## src/rtl/core/udr_pkg.sv

```systemverilog
// udr_pkg: shared types and constants for the UDP destination rewrite block.
// No dependencies.
package udr_pkg;

  localparam int WORD_W  = 64;
  localparam int COUNT_W = 4;
  localparam int MAC_W   = 48;
  localparam int IP_W    = 32;
  localparam int PORT_W  = 16;
  localparam int CSUM_W  = 21;  // room for the widest IPv4 header sum

  localparam logic [1:0] REG_TARGET_MAC  = 2'd0;
  localparam logic [1:0] REG_TARGET_IP   = 2'd1;
  localparam logic [1:0] REG_TARGET_PORT = 2'd2;

  localparam logic [7:0]  ETH_TYPE_HI  = 8'h08;
  localparam logic [7:0]  ETH_TYPE_LO  = 8'h00;
  localparam logic [7:0]  PROTO_UDP    = 8'd17;
  localparam logic [3:0]  IHL_MIN      = 4'd5;
  localparam logic [3:0]  FULL_COUNT   = 4'd8;

  typedef struct packed {
    logic [MAC_W-1:0]  mac;
    logic [IP_W-1:0]   ip;
    logic [PORT_W-1:0] port;
  } cfg_t;

  typedef enum logic [3:0] {
    ST_COLLECT = 4'b0001,
    ST_EMIT    = 4'b0010,
    ST_PASS    = 4'b0100,
    ST_DROP    = 4'b1000
  } state_t;

endpackage

```

## src/rtl/core/udp_destination_rewrite.sv

```systemverilog
// udp_destination_rewrite: IPv4/UDP destination rewrite on an 8-byte word stream.
// Header words are held until the UDP header is complete; the state register then
// enters emit and rewritten words leave through the output register, one word per
// cycle from the cell chain while the output is not stalled. Passing: one word per
// cycle while not stalled; input stalls while the chain drains through its head cell.
// Reset (rst, synchronous): config and counters cleared, block collecting a new frame.
module udp_destination_rewrite #(
  parameter int HEADER_WORDS = 11
) (
  input  logic                        clk,
  input  logic                        rst,
  input  logic                        cfg_write,
  input  logic [1:0]                  cfg_index,
  input  logic [udr_pkg::MAC_W-1:0]   cfg_data,
  input  logic                        in_valid,
  output logic                        in_ready,
  input  logic [udr_pkg::WORD_W-1:0]  data_word,
  input  logic [udr_pkg::COUNT_W-1:0] byte_count,
  input  logic                        frame_end,
  output logic                        out_valid,
  input  logic                        out_ready,
  output logic [udr_pkg::WORD_W-1:0]  out_word,
  output logic [udr_pkg::COUNT_W-1:0] out_count,
  output logic                        out_end
);

  localparam int FILL_W = $clog2(HEADER_WORDS + 1);

  // configuration
  udr_pkg::cfg_t cfg;

  always_ff @(posedge clk) begin
    if (rst) begin
      cfg <= '0;
    end else if (cfg_write) begin
      case (cfg_index)
        udr_pkg::REG_TARGET_MAC:  cfg.mac  <= cfg_data;
        udr_pkg::REG_TARGET_IP:   cfg.ip   <= cfg_data[udr_pkg::IP_W-1:0];
        udr_pkg::REG_TARGET_PORT: cfg.port <= cfg_data[udr_pkg::PORT_W-1:0];
        default: ;
      endcase
    end
  end

  // control state
  udr_pkg::state_t state;
  logic [FILL_W-1:0]          fill;
  logic [FILL_W-1:0]          emit_idx;
  logic [6:0]                 byte_position;
  logic [3:0]                 header_len_words;
  logic [udr_pkg::CSUM_W-1:0] csum_acc;
  logic                       emit_end;
  logic [3:0]                 emit_cnt;

  // chain of header cells, head at cell 0
  logic [udr_pkg::WORD_W-1:0] cell_word [HEADER_WORDS];
  logic                       collect_acc;
  logic                       shift;

  for (genvar i = 0; i < HEADER_WORDS; i++) begin : g_cell
    logic [udr_pkg::WORD_W-1:0] nb;
    if (i == HEADER_WORDS - 1) begin : g_tail
      assign nb = '0;
    end else begin : g_mid
      assign nb = cell_word[i+1];
    end
    udr_cell u_cell (
      .clk       (clk),
      .capture   (collect_acc && (fill == FILL_W'(i))),
      .shift     (shift),
      .in_word   (data_word),
      .neighbour (nb),
      .word      (cell_word[i])
    );
  end

  // effective count: out-of-range codes mean a full word
  logic [3:0] cnt;
  assign cnt = (byte_count == 4'd0 || byte_count > udr_pkg::FULL_COUNT) ?
               udr_pkg::FULL_COUNT : byte_count;

  logic load;
  assign load = !out_valid || out_ready;

  always_comb begin
    case (state)
      udr_pkg::ST_COLLECT: in_ready = 1'b1;
      udr_pkg::ST_DROP:    in_ready = 1'b1;
      udr_pkg::ST_PASS:    in_ready = load;
      default:             in_ready = 1'b0;
    endcase
  end

  logic accept;
  assign accept      = in_valid && in_ready;
  assign collect_acc = accept && (state == udr_pkg::ST_COLLECT) &&
                       (fill < FILL_W'(HEADER_WORDS));
  assign shift       = (state == udr_pkg::ST_EMIT) && load;

  // header checks on the word just completing the store
  logic [6:0]  bp_next;
  logic [63:0] w1, w2;
  logic [3:0]  ihl;
  logic [6:0]  need;
  logic        hdr_bad, hdr_done;

  always_comb begin
    bp_next  = byte_position + (frame_end ? {3'b000, cnt} : 7'd8);
    w1       = (fill == FILL_W'(1)) ? data_word : cell_word[1];
    w2       = (fill == FILL_W'(2)) ? data_word : cell_word[2];
    ihl      = w1[11:8];
    need     = 7'd22 + {1'b0, ihl, 2'b00};
    hdr_bad  = 1'b0;
    hdr_done = 1'b0;
    if (bp_next >= 7'd15) begin
      if (ihl < udr_pkg::IHL_MIN || w1[31:24] != udr_pkg::ETH_TYPE_HI ||
          w1[23:16] != udr_pkg::ETH_TYPE_LO) begin
        hdr_bad = 1'b1;
      end else if (bp_next >= 7'd24 && w2[7:0] != udr_pkg::PROTO_UDP) begin
        hdr_bad = 1'b1;
      end else if (bp_next >= need) begin
        hdr_done = 1'b1;
      end
    end
  end

  // IPv4 header sum of this word's 16-bit lanes, after rewrite of the IP
  // destination and with the checksum field taken as zero
  logic [udr_pkg::CSUM_W-1:0] lane_sum;
  logic [7:0]  lp;
  logic [15:0] lv;
  logic        incl;

  always_comb begin
    lane_sum = '0;
    lp       = '0;
    lv       = '0;
    incl     = 1'b0;
    for (int j = 0; j < 4; j++) begin
      lp = 8'({fill, 3'b000}) + 8'(2 * j);
      lv = data_word[63-16*j -: 16];
      if (fill == FILL_W'(3) && j == 0) lv = 16'h0000;
      if (fill == FILL_W'(3) && j == 3) lv = cfg.ip[31:16];
      if (fill == FILL_W'(4) && j == 0) lv = cfg.ip[15:0];
      incl = (fill == FILL_W'(1) && j == 3) ||
             (fill >= FILL_W'(2) && lp < 8'd14 + {2'b00, header_len_words, 2'b00});
      if (incl) lane_sum = lane_sum + udr_pkg::CSUM_W'(lv);
    end
  end

  // fold and invert
  logic [16:0] fold1, fold2;
  logic [15:0] csum;
  assign fold1 = {1'b0, csum_acc[15:0]} + 17'(csum_acc[udr_pkg::CSUM_W-1:16]);
  assign fold2 = {1'b0, fold1[15:0]} + 17'(fold1[16]);
  assign csum  = ~fold2[15:0];

  logic [udr_pkg::WORD_W-1:0] rw_word;
  udr_rewrite u_rewrite (
    .word     (cell_word[0]),
    .idx      (4'(emit_idx)),
    .ihl      (header_len_words),
    .cfg      (cfg),
    .csum     (csum),
    .new_word (rw_word)
  );

  logic emit_last;
  assign emit_last = (emit_idx + FILL_W'(1)) == fill;

  // output register
  always_ff @(posedge clk) begin
    if (rst) begin
      out_valid <= 1'b0;
    end else if (shift || (accept && state == udr_pkg::ST_PASS)) begin
      out_valid <= 1'b1;
    end else if (out_ready) begin
      out_valid <= 1'b0;
    end
  end

  always_ff @(posedge clk) begin
    if (shift) begin
      out_word  <= rw_word;
      out_count <= (emit_last && emit_end) ? emit_cnt : udr_pkg::FULL_COUNT;
      out_end   <= emit_last && emit_end;
    end else if (accept && state == udr_pkg::ST_PASS) begin
      out_word  <= data_word;
      out_count <= cnt;
      out_end   <= frame_end;
    end
  end

  // frame sequencing
  always_ff @(posedge clk) begin
    if (rst) begin
      state            <= udr_pkg::ST_COLLECT;
      fill             <= '0;
      emit_idx         <= '0;
      byte_position    <= '0;
      header_len_words <= '0;
      csum_acc         <= '0;
      emit_end         <= 1'b0;
      emit_cnt         <= udr_pkg::FULL_COUNT;
    end else begin
      case (state)
        udr_pkg::ST_COLLECT: begin
          if (accept) begin
            if (!collect_acc) begin
              // store full: drop the rest of the frame
              if (!frame_end) state <= udr_pkg::ST_DROP;
              fill          <= '0;
              byte_position <= '0;
              csum_acc      <= '0;
            end else begin
              fill          <= fill + FILL_W'(1);
              byte_position <= bp_next;
              csum_acc      <= csum_acc + lane_sum;
              if (bp_next >= 7'd15) header_len_words <= ihl;
              if (hdr_done) begin
                state    <= udr_pkg::ST_EMIT;
                emit_idx <= '0;
                emit_end <= frame_end;
                emit_cnt <= cnt;
              end else if (hdr_bad || frame_end) begin
                // bad header or short frame
                if (!frame_end) state <= udr_pkg::ST_DROP;
                fill          <= '0;
                byte_position <= '0;
                csum_acc      <= '0;
              end
            end
          end
        end
        udr_pkg::ST_EMIT: begin
          if (shift) begin
            emit_idx <= emit_idx + FILL_W'(1);
            if (emit_last) begin
              state         <= emit_end ? udr_pkg::ST_COLLECT : udr_pkg::ST_PASS;
              fill          <= '0;
              byte_position <= '0;
              csum_acc      <= '0;
            end
          end
        end
        udr_pkg::ST_PASS: begin
          if (accept && frame_end) state <= udr_pkg::ST_COLLECT;
        end
        udr_pkg::ST_DROP: begin
          if (accept && frame_end) state <= udr_pkg::ST_COLLECT;
        end
        default: state <= udr_pkg::ST_COLLECT;
      endcase
    end
  end

endmodule

```

## src/rtl/core/udr_cell.sv

```systemverilog
// udr_cell: one header store cell, captures an input word or takes its
// neighbour's word when the chain shifts. Uses udr_pkg.
module udr_cell (
  input  logic                       clk,
  input  logic                       capture,
  input  logic                       shift,
  input  logic [udr_pkg::WORD_W-1:0] in_word,
  input  logic [udr_pkg::WORD_W-1:0] neighbour,
  output logic [udr_pkg::WORD_W-1:0] word
);

  always_ff @(posedge clk) begin
    if (shift) begin
      word <= neighbour;
    end else if (capture) begin
      word <= in_word;
    end
  end

endmodule

```

## src/rtl/core/udr_rewrite.sv

```systemverilog
// udr_rewrite: patches MAC, IP destination, checksum and UDP fields into the
// header word leaving the head of the chain. Uses udr_pkg.
module udr_rewrite (
  input  logic [udr_pkg::WORD_W-1:0] word,
  input  logic [3:0]                 idx,
  input  logic [3:0]                 ihl,
  input  udr_pkg::cfg_t              cfg,
  input  logic [15:0]                csum,
  output logic [udr_pkg::WORD_W-1:0] new_word
);

  logic [6:0] p;
  logic [6:0] port_pos;
  logic [6:0] ucsum_pos;

  always_comb begin
    new_word  = word;
    port_pos  = 7'd16 + {1'b0, ihl, 2'b00};
    ucsum_pos = 7'd20 + {1'b0, ihl, 2'b00};
    p         = '0;
    if (idx == 4'd0) begin
      new_word[63:16] = cfg.mac;
    end
    if (idx == 4'd3) begin
      new_word[63:48] = csum;
      new_word[15:0]  = cfg.ip[31:16];
    end
    if (idx == 4'd4) begin
      new_word[63:48] = cfg.ip[15:0];
    end
    for (int j = 0; j < 4; j++) begin
      p = {idx, 3'b000} + 7'(2 * j);
      if (p == port_pos) begin
        new_word[63-16*j -: 16] = cfg.port;
      end
      if (p == ucsum_pos) begin
        new_word[63-16*j -: 16] = 16'h0000;
      end
    end
  end

endmodule
```

## config.mk

```make
export PLATFORM = sky130hd
export DESIGN_NAME = udp_destination_rewrite
export DESIGN_NICKNAME = d
export VERILOG_FILES = /design/src/rtl/core/udr_pkg.sv /design/src/rtl/core/udp_destination_rewrite.sv /design/src/rtl/core/udr_cell.sv /design/src/rtl/core/udr_rewrite.sv
export SDC_FILE = /design/constraint.sdc
export NUM_CORES = 2
export LEC_CHECK = 0
export BUFFER_PORTS_ARGS = -buffer_cell sky130_fd_sc_hd__buf_2
export CORE_ASPECT_RATIO = 0.7
export CORE_MARGIN = 10
export CORE_UTILIZATION = 67
export CTS_BUF_LIST = sky130_fd_sc_hd__clkbuf_8 sky130_fd_sc_hd__clkbuf_16
export CTS_CLUSTER_SIZE = 28
export DETAILED_ROUTE_END_ITERATION = 10
export PLACE_DENSITY = 0.86
export SLEW_MARGIN = 5
export SYNTH_ARGS = -nofsm -noshare
export SYNTH_HDL_FRONTEND = slang
export SYNTH_SLANG_ARGS = --single-unit
export TNS_END_PERCENT = 1
```

## constraint.sdc

```tcl
create_clock -name clk -period 41.5 [get_ports clk]
set_clock_uncertainty 0.1 [all_clocks]
set_input_delay 6.225 -clock clk [delete_from_list [all_inputs] [get_ports clk]]
set_output_delay 6.225 -clock clk [all_outputs]
set_load 0.02 [all_outputs]
```

==> results.yml <==
yosys:
  syn-cell-area_mm2: 0.0425
  ys_async_sr_fraction_pct: 0
  yosys.cell_types.count: 86
  post_synth_inst_count: 3674
  synth_edf_count: 709
  yosysSeqAreaShare_pct: 60.0
  count_of_yosys_warnings_during_synthesis: 0
  syn_area_per_cell_um2: 11.6
  primary_flip_flop_cell_chosen_by_synthesis_mapping: "edfxtp_1"
  postSynthNetCount: 3902
  yosys_register_bits: 919
sta:
  final_hold_viol_count: 0
  worst_slack_ns: 27.80
  max_slew.worst_pin.slew_ns: 1.22
  fin_crit_ns: 13.70
  max_slew_margin_pct: 18.3
  finalMaxSlewViolations: 0
  final_min_period_over_clock_period_pct: 33.0
  max_clock_freq_mhz: 73.0
  finalSetupViolations: 0
  setup_tns_ns: 0
  rsz0062_at_grt: "no"
critical_path:
  timing.reg2reg.worst_path_depth: 43
  rr_endpoint: "csum_acc[19]"
  worstSetupEndpointType: "flip-flop"
  criticalPathCategory: "input pin to flip-flop"
  cp-start-kind: "input pin"
  r2r_slack_ns: 31.31
  critPathMaxFanout: 4
  cpPeakStageDelay_ns: 0.65
  critical_path.endpoint: "csum_acc[19]"
  required_ns: 41.96
  regToRegStartpoint: "header_len_words[0]"
  worst_setup_path_startpoint: "data_word[48]"
  cp_data_arrival_time_ns: 14.15
  critPathSlowestCell: "a2111oi_0"
layout:
  final_nets: 3963
  utilization_pct: 74.3
  final_layout_size_suffix_gt1_share_pct: 11.6
  area_delta_synth_final_pct: 10.1
  commonest_cells_after_routing_fill_and_taps_aside: "edfxtp_1, a21o_1, nand2_1"
  nFillCells: 4018
  final_common_cell: "edfxtp_1"
clocking:
  resized_cells_post_cts: 0
  latest_clock_arrival_within_the_worst_skew_pair_ns: 0.66
  max-clock-path-buffers: 3
  clkSlewWorstSetupHoldPaths_ns: 0.06
  postCtsSetupRepairBufs: 0
  clock-sinks: 919
  cts_hold_repair.buffers: 0
  cts_tree: "yes"
  cts_inserted_buffers: 82
  htree_levels: 3
  clock-root-buffer: "clkbuf_16"
grt:
  track_usage_pct: 32.2
  grt_max_degree: 246
  grt_pass1_vias: 29000
  antenna_found_initial: 17
  gr-total-overflow: 0
  wire_length_of_the_first_global_routing_pass_um: 181000
floorplanning:
  dieArea_mm2: 0.0740
  initial_util_pct: 67.5
  core_area_mm2: 0.0629
  io_pins: 195
  die_x_um: 321
  core.rowCount: 77
  dieHeight_um: 231
pwr:
  power_density_mw_per_mm2: 42.6
  design_power_total_uw: 1990
  cellLeakagePower_uw: 0.0200
  ir_drop_mv: 0.0382
drt:
  ant_nets: 0
  wl_per_cell_um: 26.4
  drt_first_pass_iters: 6
  wirelength_um: 122000
  avgViaCountPerCell: 6.64
  detailedRoute.firstIterationViolations: 4282
  route.detailed.drc: 0
  vias: 30800
run:
  cap_violations: 0
worst_hold_path:
  min_path_type: "flip-flop to flip-flop"
  timing.hold.worst.start: "g_cell[10].u_cell.word[6]"
placement:
  place_ws_ns: 27.35
  numPortBuffers: 194
  finalWeightedCongestion: 1.07
  hpwlAfterDp_um: 82100
outcome:
  status: "completed"
==> worst min-delay path by stage <==
| stage | depth (start not counted) | to | slack, ns |
|---|---|---|---|
| after CTS | 2 | cfg[91] | 0.36 |
| after floorplan | 2 | cfg[87] | 0.33 |
| final | 2 | g_cell[10].u_cell.word[6] | 0.36 |
| after global placement | 2 | cfg[49] | 0.34 |
| after detailed placement | 2 | cfg[91] | 0.35 |
| after global routing | 2 | cfg[88] | 0.37 |
==> synthesized netlist by cell type (11+ instances only) <==
master / number / area share (%)
a211oi_1: 23 / 0.41
a21o_1: 677 / 12
a21oi_1: 251 / 3.0
a22oi_1: 37 / 0.65
a31oi_1: 32 / 0.47
and2_1: 72 / 1.1
and3_1: 11 / 0.16
clkbuf_1: 249 / 2.2
dfxtp_1: 210 / 9.9
edfxtp_1: 709 / 50
ha_1: 98 / 2.9
inv_1: 54 / 0.48
mux2_2: 24 / 0.64
mux2i_1: 51 / 1.2
nand2_1: 498 / 4.4
nand2b_1: 14 / 0.21
nand3_1: 25 / 0.29
nor2_1: 141 / 1.2
nor2b_1: 17 / 0.25
nor3_1: 37 / 0.44
o21ai_0: 68 / 0.80
o21ai_1: 31 / 0.37
o21bai_1: 45 / 0.80
xnor2_1: 65 / 1.3
xor2_1: 42 / 0.87
==> critical path, delay by kind of cell <==
family                     cells  cell delay (ns)
AOI/OAI and AO/OA             12             2.89
and+or+nand+nor               13             2.25
adders and majority gates      5             1.70
xor gates and xnor gates       4             0.58
muxes                          1             0.27
buffers and inverters          3             0.25
==> cell type report <==
class | count | area, um2 | area share (%)
flip-flops and latches | 919 | 25500 | 54.5
multi-input cells | 2436 | 15900 | 33.9
clock buffers | 96 | 2270 | 4.85
repair buffers | 241 | 1340 | 2.86
well taps | 829 | 1040 | 2.22
clock inverters | 57 | 534 | 1.14
inverters | 55 | 206 | 0.441
diodes | 6 | 15.0 | 0.0321
==> registers in the layout (all words and copies together), names as in the netlist, 7 cells and up <==
signal and cells:
cfg 96, byte_position 7, csum_acc 21, out_word 64
g_cell.u_cell.word 704
==> per-layer routing <==
layer,vias to the layer above,GRT usage (%),part of all wire [%],wire length [um]
met4,16,13.0,3.8,4650
met2,1865,45.8,43,52200
li1,13500,-,-,-
met1,15100,46.9,41,50000
met3,282,8.29,13,15400
met5,-,0,0.083,101
==> kinds of logic (layout without fill, tap and decap cells) <==
family / count (synthesis) / count (layout) / share of synthesized area [%]
compound gates: 1250 / 1250 / 20.2
xor+xnor: 107 / 107 / 2.21
fa+ha+maj: 108 / 108 / 3.26
buf+inv: 319 / 449 / 2.95
flops: 919 / 919 / 60.0
mux: 75 / 75 / 1.84
other cells: 0 / 6 / 0
simple gates: 896 / 896 / 9.49
==> power breakdown <==
group	switching [uW]	leakage [uW]	internal, uW
clock network	348	0.00145	449
registers	12.0	0.00810	1010
logic	111	0.0104	61.7
total	471	0.0200	1520
==> per-stage QoR <==
stage               instances  hold slack (ns)  area, um2
global route             4637            0.372      46800
finish                   4639            0.357      46800
detailed placement       4480            0.347      43900
global placement         4480            0.341      43900
floorplan                3674            0.333      42500
CTS                      4633            0.355      46800
Power figures use the tool's default switching activity.
